**src/hdl/wavhp_pkg.sv**
```systemverilog
package wavhp_pkg;

   typedef struct packed {
      logic [7:0] byte_in;
      logic       first;
      logic       last;
   } req_type;

   typedef struct packed {
      logic [2:0]  status;
      logic [15:0] audio_format;
      logic [15:0] channels;
      logic [31:0] sample_rate;
      logic [31:0] byte_rate;
      logic [15:0] block_align;
      logic [15:0] bits_per_sample;
      logic [31:0] data_size;
      logic [31:0] data_offset;
      logic [31:0] riff_size;
   } rsp_type;

   typedef enum logic [3:0] {
      PH_IDLE      = 4'd0,
      PH_RIFF_ID   = 4'd1,
      PH_RIFF_SIZE = 4'd2,
      PH_WAVE_ID   = 4'd3,
      PH_CHUNK_ID  = 4'd4,
      PH_CHUNK_SZ  = 4'd5,
      PH_FMT_TAG   = 4'd6,
      PH_CHANNELS  = 4'd7,
      PH_RATE      = 4'd8,
      PH_BYTERATE  = 4'd9,
      PH_ALIGN     = 4'd10,
      PH_BITS      = 4'd11,
      PH_CBSIZE    = 4'd12,
      PH_SKIP      = 4'd13
   } phase_type;

   typedef enum logic [2:0] {
      ST_OK       = 3'd0,
      ST_NO_RIFF  = 3'd1,
      ST_NO_WAVE  = 3'd2,
      ST_NO_DATA  = 3'd3,
      ST_TRUNC    = 3'd4
   } status_type;

   typedef enum logic [1:0] {
      KIND_OTHER = 2'd0,
      KIND_FMT   = 2'd1,
      KIND_DATA  = 2'd2
   } kind_type;

   typedef struct packed {
      logic idle;
      logic res_valid;
   } step_stat_type;

   localparam logic [31:0] TAG_RIFF      = 32'h4646_4952;
   localparam logic [31:0] TAG_WAVE      = 32'h4556_4157;
   localparam logic [31:0] TAG_FMT       = 32'h2074_6D66;
   localparam logic [31:0] TAG_DATA      = 32'h6174_6164;
   localparam logic [15:0] FMT_PCM       = 16'h0001;
   localparam logic [15:0] FMT_EXT       = 16'hFFFE;
   localparam logic [31:0] FMT_FIXED_LEN = 32'd16;
   localparam logic [31:0] EXT_SKIP      = 32'd22;
   localparam logic [32:0] RIFF_HDR_LEN  = 33'd8;

   // bytes in the field read during each phase
   function automatic logic [2:0] field_len(input phase_type ph);
      logic [2:0] n;
      case (ph)
         PH_RIFF_ID, PH_RIFF_SIZE, PH_WAVE_ID, PH_CHUNK_ID, PH_CHUNK_SZ,
         PH_RATE, PH_BYTERATE:                            n = 3'd4;
         PH_FMT_TAG, PH_CHANNELS, PH_ALIGN, PH_BITS,
         PH_CBSIZE:                                       n = 3'd2;
         default:                                         n = 3'd0;
      endcase
      return n;
   endfunction

endpackage

```
**src/hdl/wav_header_parser_core.sv**
```systemverilog
// A byte is registered on input and its result, if any, is registered on
// output, with rsp_valid, once the byte leaves the input register. One byte per
// cycle while no result is held untaken; the parse state updates once per byte.
// Reset: synchronous, active high; clears the valid flags and leaves the parser
// idle until a byte marked first arrives.
module wav_header_parser_core (
   input  logic               clock,
   input  logic               reset,
   input  logic               req_valid,
   output logic               req_ready,
   input  wavhp_pkg::req_type req_data,
   output logic               rsp_valid,
   input  logic               rsp_ready,
   output wavhp_pkg::rsp_type rsp_data
);

   logic                     item_valid;
   wavhp_pkg::req_type       item_data;
   logic                     out_free;
   logic                     advance;
   wavhp_pkg::rsp_type       step_result;
   wavhp_pkg::step_stat_type stat;

   logic               rsp_valid_ff, rsp_valid_in;
   wavhp_pkg::rsp_type rsp_data_ff, rsp_data_in;

   assign out_free = !rsp_valid_ff || rsp_ready;
   assign advance  = item_valid && out_free;

   wavhp_in_stage u_in_stage (
      .clock      (clock),
      .reset      (reset),
      .req_valid  (req_valid),
      .req_ready  (req_ready),
      .req_data   (req_data),
      .advance    (advance),
      .item_valid (item_valid),
      .item_data  (item_data)
   );

   wavhp_step u_step (
      .clock  (clock),
      .reset  (reset),
      .go     (advance),
      .item   (item_data),
      .result (step_result),
      .stat   (stat)
   );

   always_comb begin
      rsp_valid_in = rsp_valid_ff;
      rsp_data_in  = rsp_data_ff;
      if (advance) begin
         rsp_valid_in = stat.res_valid;
         if (stat.res_valid) begin
            rsp_data_in = step_result;
         end
      end else if (rsp_ready) begin
         rsp_valid_in = 1'b0;
      end
   end

   always_ff @(posedge clock) begin
      if (reset) begin
         rsp_valid_ff <= 1'b0;
      end else begin
         rsp_valid_ff <= rsp_valid_in;
      end
      rsp_data_ff <= rsp_data_in;
   end

   assign rsp_valid = rsp_valid_ff;
   assign rsp_data  = rsp_data_ff;

   // a result always ends the parse
   a_idle_after_result: assert property (@(posedge clock) disable iff (reset)
      advance && stat.res_valid |=> stat.idle)
      else $error("parser not idle after a result");

   // data chunk fields are only filled by a successful parse
   a_data_only_on_ok: assert property (@(posedge clock) disable iff (reset)
      rsp_valid && rsp_data.status != wavhp_pkg::ST_OK
         |-> rsp_data.data_size == 32'd0 && rsp_data.data_offset == 32'd0)
      else $error("data fields set on a failed parse");

   // nothing comes out in the cycle after reset
   a_reset_quiet: assert property (@(posedge clock)
      reset |=> !rsp_valid && stat.idle)
      else $error("result or busy parser right after reset");

endmodule

```
**src/hdl/wavhp_in_stage.sv**
```systemverilog
module wavhp_in_stage (
   input  logic               clock,
   input  logic               reset,
   input  logic               req_valid,
   output logic               req_ready,
   input  wavhp_pkg::req_type req_data,
   input  logic               advance,
   output logic               item_valid,
   output wavhp_pkg::req_type item_data
);

   logic               valid_ff, valid_in;
   wavhp_pkg::req_type data_ff, data_in;
   logic               load;

   assign req_ready  = !valid_ff || advance;
   assign load       = req_valid && req_ready;
   assign item_valid = valid_ff;
   assign item_data  = data_ff;

   always_comb begin
      valid_in = valid_ff;
      data_in  = data_ff;
      if (load) begin
         valid_in = 1'b1;
         data_in  = req_data;
      end else if (advance) begin
         valid_in = 1'b0;
      end
   end

   always_ff @(posedge clock) begin
      if (reset) begin
         valid_ff <= 1'b0;
      end else begin
         valid_ff <= valid_in;
      end
      data_ff <= data_in;
   end

endmodule

```
**src/hdl/wavhp_step.sv**
```systemverilog
module wavhp_step (
   input  logic                     clock,
   input  logic                     reset,
   input  logic                     go,
   input  wavhp_pkg::req_type       item,
   output wavhp_pkg::rsp_type       result,
   output wavhp_pkg::step_stat_type stat
);

   wavhp_pkg::phase_type phase_ff, phase_in;
   logic [31:0] pos_ff, pos_in;
   logic [31:0] shift_ff, shift_in;
   logic [2:0]  bidx_ff, bidx_in;
   logic [31:0] riff_ff, riff_in;
   logic [31:0] csize_ff, csize_in;
   logic [31:0] skip_ff, skip_in;
   wavhp_pkg::kind_type kind_ff, kind_in;
   logic [15:0] fmt_ff, fmt_in;
   logic [15:0] chan_ff, chan_in;
   logic [31:0] rate_ff, rate_in;
   logic [31:0] brate_ff, brate_in;
   logic [15:0] align_ff, align_in;
   logic [15:0] bits_ff, bits_in;
   logic [31:0] dsize_ff, dsize_in;
   logic [31:0] doff_ff, doff_in;

   // state as seen by this item: a first mark starts from cleared state
   wavhp_pkg::phase_type b_phase;
   logic [31:0] b_pos, b_shift, b_riff, b_csize, b_skip;
   logic [2:0]  b_bidx;
   wavhp_pkg::kind_type b_kind;
   logic [15:0] b_fmt, b_chan, b_align, b_bits;
   logic [31:0] b_rate, b_brate, b_dsize, b_doff;

   logic        active;
   logic [31:0] v32;
   logic [15:0] v16;
   logic [2:0]  idx;
   logic [2:0]  need;
   logic        skip_req;
   logic [31:0] skip_n;
   logic [31:0] chunk_end;
   logic [32:0] body_end;
   logic        past_end;
   logic        ok, err;
   wavhp_pkg::status_type err_code, res_code;
   logic        res_valid;

   assign active = go && (item.first || phase_ff != wavhp_pkg::PH_IDLE);

   always_comb begin
      if (item.first) begin
         b_phase = wavhp_pkg::PH_RIFF_ID;
         b_pos   = '0;
         b_shift = '0;
         b_bidx  = '0;
         b_riff  = '0;
         b_csize = '0;
         b_skip  = '0;
         b_kind  = wavhp_pkg::KIND_OTHER;
         b_fmt   = '0;
         b_chan  = '0;
         b_rate  = '0;
         b_brate = '0;
         b_align = '0;
         b_bits  = '0;
         b_dsize = '0;
         b_doff  = '0;
      end else begin
         b_phase = phase_ff;
         b_pos   = pos_ff;
         b_shift = shift_ff;
         b_bidx  = bidx_ff;
         b_riff  = riff_ff;
         b_csize = csize_ff;
         b_skip  = skip_ff;
         b_kind  = kind_ff;
         b_fmt   = fmt_ff;
         b_chan  = chan_ff;
         b_rate  = rate_ff;
         b_brate = brate_ff;
         b_align = align_ff;
         b_bits  = bits_ff;
         b_dsize = dsize_ff;
         b_doff  = doff_ff;
      end
   end

   always_comb begin
      v32  = {item.byte_in, b_shift[31:8]};
      v16  = v32[31:16];
      idx  = b_bidx + 3'd1;
      need = wavhp_pkg::field_len(b_phase);

      phase_in = b_phase;
      pos_in   = b_pos + 32'd1;
      shift_in = v32;
      bidx_in  = b_bidx;
      riff_in  = b_riff;
      csize_in = b_csize;
      skip_in  = b_skip;
      kind_in  = b_kind;
      fmt_in   = b_fmt;
      chan_in  = b_chan;
      rate_in  = b_rate;
      brate_in = b_brate;
      align_in = b_align;
      bits_in  = b_bits;
      dsize_in = b_dsize;
      doff_in  = b_doff;

      ok       = 1'b0;
      err      = 1'b0;
      err_code = wavhp_pkg::ST_NO_DATA;
      skip_req = 1'b0;
      skip_n   = '0;

      if (b_phase == wavhp_pkg::PH_SKIP) begin
         skip_in = b_skip - 32'd1;
         if (skip_in == 32'd0) begin
            phase_in = wavhp_pkg::PH_CHUNK_ID;
         end
      end else if (idx < need) begin
         bidx_in = idx;
      end else begin
         bidx_in = '0;
         case (b_phase)
            wavhp_pkg::PH_RIFF_ID: begin
               if (v32 != wavhp_pkg::TAG_RIFF) begin
                  err      = 1'b1;
                  err_code = wavhp_pkg::ST_NO_RIFF;
               end else begin
                  phase_in = wavhp_pkg::PH_RIFF_SIZE;
               end
            end
            wavhp_pkg::PH_RIFF_SIZE: begin
               riff_in  = v32;
               phase_in = wavhp_pkg::PH_WAVE_ID;
            end
            wavhp_pkg::PH_WAVE_ID: begin
               if (v32 != wavhp_pkg::TAG_WAVE) begin
                  err      = 1'b1;
                  err_code = wavhp_pkg::ST_NO_WAVE;
               end else begin
                  phase_in = wavhp_pkg::PH_CHUNK_ID;
               end
            end
            wavhp_pkg::PH_CHUNK_ID: begin
               if (v32 == wavhp_pkg::TAG_FMT) begin
                  kind_in = wavhp_pkg::KIND_FMT;
               end else if (v32 == wavhp_pkg::TAG_DATA) begin
                  kind_in = wavhp_pkg::KIND_DATA;
               end else begin
                  kind_in = wavhp_pkg::KIND_OTHER;
               end
               phase_in = wavhp_pkg::PH_CHUNK_SZ;
            end
            wavhp_pkg::PH_CHUNK_SZ: begin
               csize_in = v32;
               if (b_kind == wavhp_pkg::KIND_DATA) begin
                  dsize_in = v32;
                  doff_in  = pos_in;
                  ok       = 1'b1;
               end else if (b_kind == wavhp_pkg::KIND_FMT) begin
                  phase_in = wavhp_pkg::PH_FMT_TAG;
               end else begin
                  skip_req = 1'b1;
                  skip_n   = v32;
               end
            end
            wavhp_pkg::PH_FMT_TAG: begin
               fmt_in = v16;
               if (v16 == wavhp_pkg::FMT_PCM || v16 == wavhp_pkg::FMT_EXT) begin
                  phase_in = wavhp_pkg::PH_CHANNELS;
               end else begin
                  skip_req = 1'b1;
                  // sizes below 2 end the chunk right after the tag
                  skip_n   = (b_csize < 32'd2) ? 32'd0 : b_csize - 32'd2;
               end
            end
            wavhp_pkg::PH_CHANNELS: begin
               chan_in  = v16;
               phase_in = wavhp_pkg::PH_RATE;
            end
            wavhp_pkg::PH_RATE: begin
               rate_in  = v32;
               phase_in = wavhp_pkg::PH_BYTERATE;
            end
            wavhp_pkg::PH_BYTERATE: begin
               brate_in = v32;
               phase_in = wavhp_pkg::PH_ALIGN;
            end
            wavhp_pkg::PH_ALIGN: begin
               align_in = v16;
               phase_in = wavhp_pkg::PH_BITS;
            end
            wavhp_pkg::PH_BITS: begin
               bits_in = v16;
               if (b_csize > wavhp_pkg::FMT_FIXED_LEN) begin
                  phase_in = wavhp_pkg::PH_CBSIZE;
               end else begin
                  skip_req = 1'b1;
               end
            end
            wavhp_pkg::PH_CBSIZE: begin
               skip_req = 1'b1;
               skip_n   = (v16 != 16'd0) ? wavhp_pkg::EXT_SKIP : 32'd0;
            end
            default: begin
            end
         endcase
      end

      // chunk end wraps at 32 bits, the body end does not
      chunk_end = b_pos + skip_n + 32'd1;
      body_end  = {1'b0, b_riff} + wavhp_pkg::RIFF_HDR_LEN;
      past_end  = {1'b0, chunk_end} >= body_end;

      if (skip_req) begin
         if (past_end) begin
            err      = 1'b1;
            err_code = wavhp_pkg::ST_NO_DATA;
         end else begin
            skip_in  = skip_n;
            phase_in = (skip_n == 32'd0) ? wavhp_pkg::PH_CHUNK_ID : wavhp_pkg::PH_SKIP;
         end
      end

      if (ok) begin
         res_code = wavhp_pkg::ST_OK;
      end else if (err) begin
         res_code = err_code;
      end else begin
         res_code = wavhp_pkg::ST_TRUNC;
      end
      res_valid = active && (ok || err || item.last);
      if (res_valid) begin
         phase_in = wavhp_pkg::PH_IDLE;
      end
   end

   always_comb begin
      result.status          = res_code;
      result.audio_format    = fmt_in;
      result.channels        = chan_in;
      result.sample_rate     = rate_in;
      result.byte_rate       = brate_in;
      result.block_align     = align_in;
      result.bits_per_sample = bits_in;
      result.data_size       = dsize_in;
      result.data_offset     = doff_in;
      result.riff_size       = riff_in;
      stat.idle              = (phase_ff == wavhp_pkg::PH_IDLE);
      stat.res_valid         = res_valid;
   end

   always_ff @(posedge clock) begin
      if (reset) begin
         phase_ff <= wavhp_pkg::PH_IDLE;
      end else if (active) begin
         phase_ff <= phase_in;
      end
      if (active) begin
         pos_ff   <= pos_in;
         shift_ff <= shift_in;
         bidx_ff  <= bidx_in;
         riff_ff  <= riff_in;
         csize_ff <= csize_in;
         skip_ff  <= skip_in;
         kind_ff  <= kind_in;
         fmt_ff   <= fmt_in;
         chan_ff  <= chan_in;
         rate_ff  <= rate_in;
         brate_ff <= brate_in;
         align_ff <= align_in;
         bits_ff  <= bits_in;
         dsize_ff <= dsize_in;
         doff_ff  <= doff_in;
      end
   end

endmodule

```
**config.mk**
```make
export PLATFORM = sky130hd
export DESIGN_NAME = wav_header_parser_core
export DESIGN_NICKNAME = d
export VERILOG_FILES = /design/src/hdl/wavhp_pkg.sv /design/src/hdl/wav_header_parser_core.sv /design/src/hdl/wavhp_in_stage.sv /design/src/hdl/wavhp_step.sv
export SDC_FILE = /design/constraint.sdc
export NUM_CORES = 1
export LEC_CHECK = 0
export BUFFER_PORTS_ARGS = -buffer_cell sky130_fd_sc_hd__buf_2
export CELL_PAD_IN_SITES_DETAIL_PLACEMENT = 1
export CELL_PAD_IN_SITES_GLOBAL_PLACEMENT = 1
export CORE_MARGIN = 2
export CORE_UTILIZATION = 47
export CTS_CLUSTER_SIZE = 16
export DETAILED_ROUTE_END_ITERATION = 7
export PLACE_DENSITY = 0.76
export SETUP_SLACK_MARGIN = 0.05
export SYNTH_ARGS = -nofsm -noshare
export SYNTH_HDL_FRONTEND = slang
export SYNTH_SLANG_ARGS = --single-unit
```
**constraint.sdc**
```tcl
create_clock -name clock -period 53.8 [get_ports clock]
set_input_delay 0 -clock clock [delete_from_list [all_inputs] [get_ports clock]]
set_output_delay 0 -clock clock [all_outputs]
set_load 0.01 [all_outputs]
```
==> run summary <==
The longest clock path from root to sink contains 3 buffers. Fill cells in the final layout number 6732. The run gives 24000 as the via count of the first global-routing pass. Data on the critical path is required at its endpoint by 54.04 ns.

The number of antenna-violating nets in the routed design came out at 0. The switching fraction of total power is 0.242, and the area of combinational cells with multiple inputs is 11000 um^2. Setup repair after global routing left no endpoint under its margin.

From left edge to right edge, the die measures 255 um. In the synthesized netlist the dominant register cell turns out to be sky130_fd_sc_hd__edfxtp_1. Headroom to the max-slew limit: 0.115. The max-slew violation count is 0. For the global-route track usage on met2, the log shows 0.505. The number of warnings reported in the yosys synthesis log is 0. The slowest stage of the critical path belongs to the cell sky130_fd_sc_hd__buf_4. Routing layer with the top usage in global route: met2. The first global-routing pass estimated 152000 um of wire. Detailed routing inserted a total of 23500 vias. The tools report the pin count of the biggest net entering global routing as 177.

Slew at the pin closest to its max-slew limit: 1.33 ns. The number of placed instances, taps included, is 3669. STA classifies the critical path endpoint as a flip-flop. Of all nets on the critical path, the largest fanout is 162. The via-per-instance ratio was 6.17. The count of buffers inserted at the top-level ports was 242; the count of final hold-check violations was 0.

In this run the number of H-tree levels came out at 3. After floorplanning, the core was sized to cover 61900 um^2. The share of the yosys chip area belonging to registers was 0.599; the clock transition at the registers of the reported paths was 0.06 ns. The tools report the synthesized instance count as 2722. The total overflow left after global routing is 0.

For the placer congestion estimate, the log shows 0.964. The internal portion of total power was 0.796 mW. The tools report the total nets after synthesis as 2809.

The logs give 1 for the initial antenna violation count and 11.30 ns for the data arrival at the endpoint of the critical path. The run gives 0 as the count of cells resized by post-cts repair. The area of the mapped netlist is 29600 um^2.

The tools report the register share of total power as 0.509. Post-synthesis async set-or-reset flop share: 0. The flow ran to the end, and the final reports show no timing, DRC or antenna violations. The library cell used as clock root buffer is sky130_fd_sc_hd__clkbuf_16. Path type of the worst min-delay path: input pin to flip-flop. Placed wire-length estimate after detailed placement: 69900 um. The final period utilization is 0.206, and the mean cell area of the mapped netlist is 10.9 um^2. The clock sink total is 592.

The logs give 0 for the number of max-cap violations and 3804 for the final instance count without filler cells. The final layout contains 3001 nets. The number of distinct library cells after synthesis is 88.

The floorplan has 91 rows. Setup violations remaining at the end of the flow were counted as 0. The clock period could shrink to 11.06 ns. 243 I/O pins were placed. The met3 layer usage reported by global route was 0.0454. Share of cells above drive strength 1: 0.140.

After detailed routing, the average wire length per cell comes to 26.8 um. For the total power of the final layout, the log shows 1.05 mW. TritonCTS built the clock tree.

The proportion of power drawn by combinational gates is 0.065, and the delay of the slowest cell on the worst path is 0.74 ns. VDD sags by at most 0.0264 mV. Die area: 64900 um^2. The overall global routing resource usage came out at 0.312.

The logs give 0.419 for the met1 global-route usage and 0.64 ns for the clock latency of the later-clocked register in the worst-skew pair. In the final layout, flip-flops and latches occupy 17700 um^2. Yosys mapped a number of flops with a built-in enable equal to 586. The register bit count reported by yosys works out to 592. The layout-stage area growth over the synthesis result was 14.3%. In this run the power density over the cells is 31.1 nW/um^2. Sum of routed wire length over all layers: 102000 um.

The initial core utilization is 0.477. For this design the static power due to leakage is 12.3 nW. Clock tree synthesis inserted a total of 66 buffers. Kind of critical path: flip-flop to flip-flop. The logs give 0.426 for the part of the total power dissipated in the clock network and 0.254 mW for the net switching power. Timing would allow up to 90.4 MHz.

After routing, the total negative slack on setup checks comes to 0 ns. The y dimension of the die was 255 um; the number of antenna repair diodes was 0. The logs give 0 for the post-route DRC violation count and 2062 for the detailed router's first-iteration violation count.

The largest clock skew in the final design is 0.0559 ns. For this run, the detailed router's first-pass iteration total came to 5. The worst setup path is launched from a flip-flop.
## state kept, by name, indices dropped and copies added (netlist names), 4 cells and up
register	count
u_step.chan_ff	16
u_step.csize_ff	32
u_step.phase_ff	4
u_step.shift_ff	24
u_step.brate_ff	32
rsp_data	227
u_step.bits_ff	16
u_step.align_ff	16
u_step.pos_ff	32
u_step.rate_ff	32
u_step.fmt_ff	16
u_in_stage.item_data	10
u_step.skip_ff	32
u_step.dsize_ff	32
u_step.riff_ff	32
u_step.doff_ff	32
## layer usage
metal  up-vias  routed length (um)
li1      10400                   -
met3       220                6440
met2       921               48000
met4         2                4500
met1     11900               42900
met5         -                  13
## logic make-up after synthesis
| logic type | Yosys count | share of synthesized area |
|---|---|---|
| XOR/XNOR | 100 | 0.0296 |
| AND/OR/NAND/NOR | 1124 | 0.181 |
| flip-flops | 592 | 0.599 |
| buffers and inverters | 234 | 0.0308 |
| AO/OA/AOI/OAI | 572 | 0.119 |
| adder cells (fa/ha/maj) | 73 | 0.0311 |
| multiplexers | 27 | 0.00952 |
## layout by cell type, fill, tap and decap left out, types with 9 or more instances in the layout
master,count
sky130_fd_sc_hd__clkbuf_1,14
sky130_fd_sc_hd__ha_1,72
sky130_fd_sc_hd__o21a_1,19
sky130_fd_sc_hd__and2_1,11
sky130_fd_sc_hd__or2_2,10
sky130_fd_sc_hd__buf_2,242
sky130_fd_sc_hd__a21oi_1,177
sky130_fd_sc_hd__buf_4,26
sky130_fd_sc_hd__and3_1,34
sky130_fd_sc_hd__inv_1,71
sky130_fd_sc_hd__xor2_1,31
sky130_fd_sc_hd__xnor2_1,69
sky130_fd_sc_hd__nor3_1,53
sky130_fd_sc_hd__clkinv_1,12
sky130_fd_sc_hd__clkbuf_16,67
sky130_fd_sc_hd__mux2i_1,18
sky130_fd_sc_hd__nor2_1,258
sky130_fd_sc_hd__nand4_1,32
sky130_fd_sc_hd__o31a_1,9
sky130_fd_sc_hd__a21o_1,25
sky130_fd_sc_hd__o21ai_0,177
sky130_fd_sc_hd__or3_1,21
sky130_fd_sc_hd__nand2b_1,12
sky130_fd_sc_hd__a211oi_1,11
sky130_fd_sc_hd__clkinv_2,11
sky130_fd_sc_hd__nand3_1,149
sky130_fd_sc_hd__nand2_1,379
sky130_fd_sc_hd__or4_1,13
sky130_fd_sc_hd__o31ai_1,26
sky130_fd_sc_hd__nor2b_1,66
sky130_fd_sc_hd__a31oi_1,18
sky130_fd_sc_hd__and4_1,16
sky130_fd_sc_hd__nor4_1,25
sky130_fd_sc_hd__edfxtp_1,586
sky130_fd_sc_hd__dlygate4sd3_1,14
sky130_fd_sc_hd__o22ai_1,14
## critical path, delay by kind of cell (launching register included)
| family | cells | cell delay, ns |
|---|---|---|
| AO/OA/AOI/OAI | 15 | 4.13 |
| XOR/XNOR | 1 | 0.14 |
| buffers and inverters | 6 | 2.79 |
| AND/OR/NAND/NOR | 7 | 1.73 |
| flip-flops | 1 | 0.37 |
| adder cells (fa/ha/maj) | 3 | 0.89 |
## power by group through the flow
stage	Sequential [mW]	Clock [mW]	Combinational, mW
finish	0.534	0.447	0.0684
global route	0.535	0.469	0.0741
CTS	0.533	0.452	0.0679
detailed placement	0.543	0	0.0666
global placement	0.542	0	0.0638
floorplan	0.548	0	0.0388
## through the flow
step / hold WS, ns / utilization / setup slack [ns] / area (um^2)
final: 0.0916 / 0.545 / 42.74 / 33800
after global routing: 0.0898 / 0.545 / 42.04 / 33800
after CTS: 0.0761 / 0.545 / 42.97 / 33800
after detailed placement: 0.179 / 0.509 / 43.03 / 31500
after global placement: 0.180 / 0.509 / 43.52 / 31500
after floorplan: 0.0691 / - / 28.57 / 29600
## synthesized netlist by cell type (all sizes together), types with 7 or more instances
| cell type | number | share of area |
|---|---|---|
| nand4 | 32 | 0.0068 |
| a31oi | 18 | 0.0038 |
| a22oi | 7 | 0.0018 |
| o31ai | 26 | 0.0066 |
| or2 | 10 | 0.0021 |
| nand2 | 380 | 0.048 |
| or4 | 13 | 0.0033 |
| a21o | 25 | 0.0063 |
| a21oi | 179 | 0.030 |
| o21bai | 7 | 0.0018 |
| o31a | 10 | 0.0030 |
| a211oi | 11 | 0.0028 |
| xnor2 | 69 | 0.020 |
| nand2b | 12 | 0.0025 |
| nor2b | 66 | 0.014 |
| and2 | 11 | 0.0023 |
| or3 | 21 | 0.0044 |
| xor2 | 31 | 0.0092 |
| nor2 | 259 | 0.033 |
| and4 | 16 | 0.0047 |
| o22ai | 14 | 0.0030 |
| edfxtp | 586 | 0.60 |
| mux2i | 18 | 0.0061 |
| o21a | 19 | 0.0048 |
| and3 | 35 | 0.0076 |
| nand3 | 156 | 0.027 |
| inv | 71 | 0.0090 |
| nor3 | 57 | 0.010 |
| mux2 | 9 | 0.0034 |
| buf | 31 | 0.0050 |
| nor4 | 29 | 0.0068 |
| o21ai | 178 | 0.030 |
| ha | 72 | 0.030 |
| clkbuf | 131 | 0.017 |
## repair_timing
action / in CTS / in global routing
endpoints found under the hold margin: 16 / 0
setup buffers: 0 / 0
hold buffers: 14 / 0
## final timing paths
path                           start                       to  slack (ns)  cells after the start
min                      req_data[6]  u_in_stage.item_data[6]        0.09                      2
min reg2reg        u_step.doff_ff[6]             rsp_data[38]        0.58                      2
max          u_in_stage.item_data[1]            rsp_data[122]       42.74                     32
max reg2reg  u_in_stage.item_data[1]            rsp_data[122]       42.74                     32
## cell type report
type / count / area share
clock buffer: 81 / 0.0512
clock inverter: 40 / 0.0116
inverter: 72 / 0.00815
multi-input combinational: 1896 / 0.326
sequential: 592 / 0.524
tap: 837 / 0.0310
timing repair buffer: 286 / 0.0481
No activity file was read; power rests on OpenSTA's default activity.
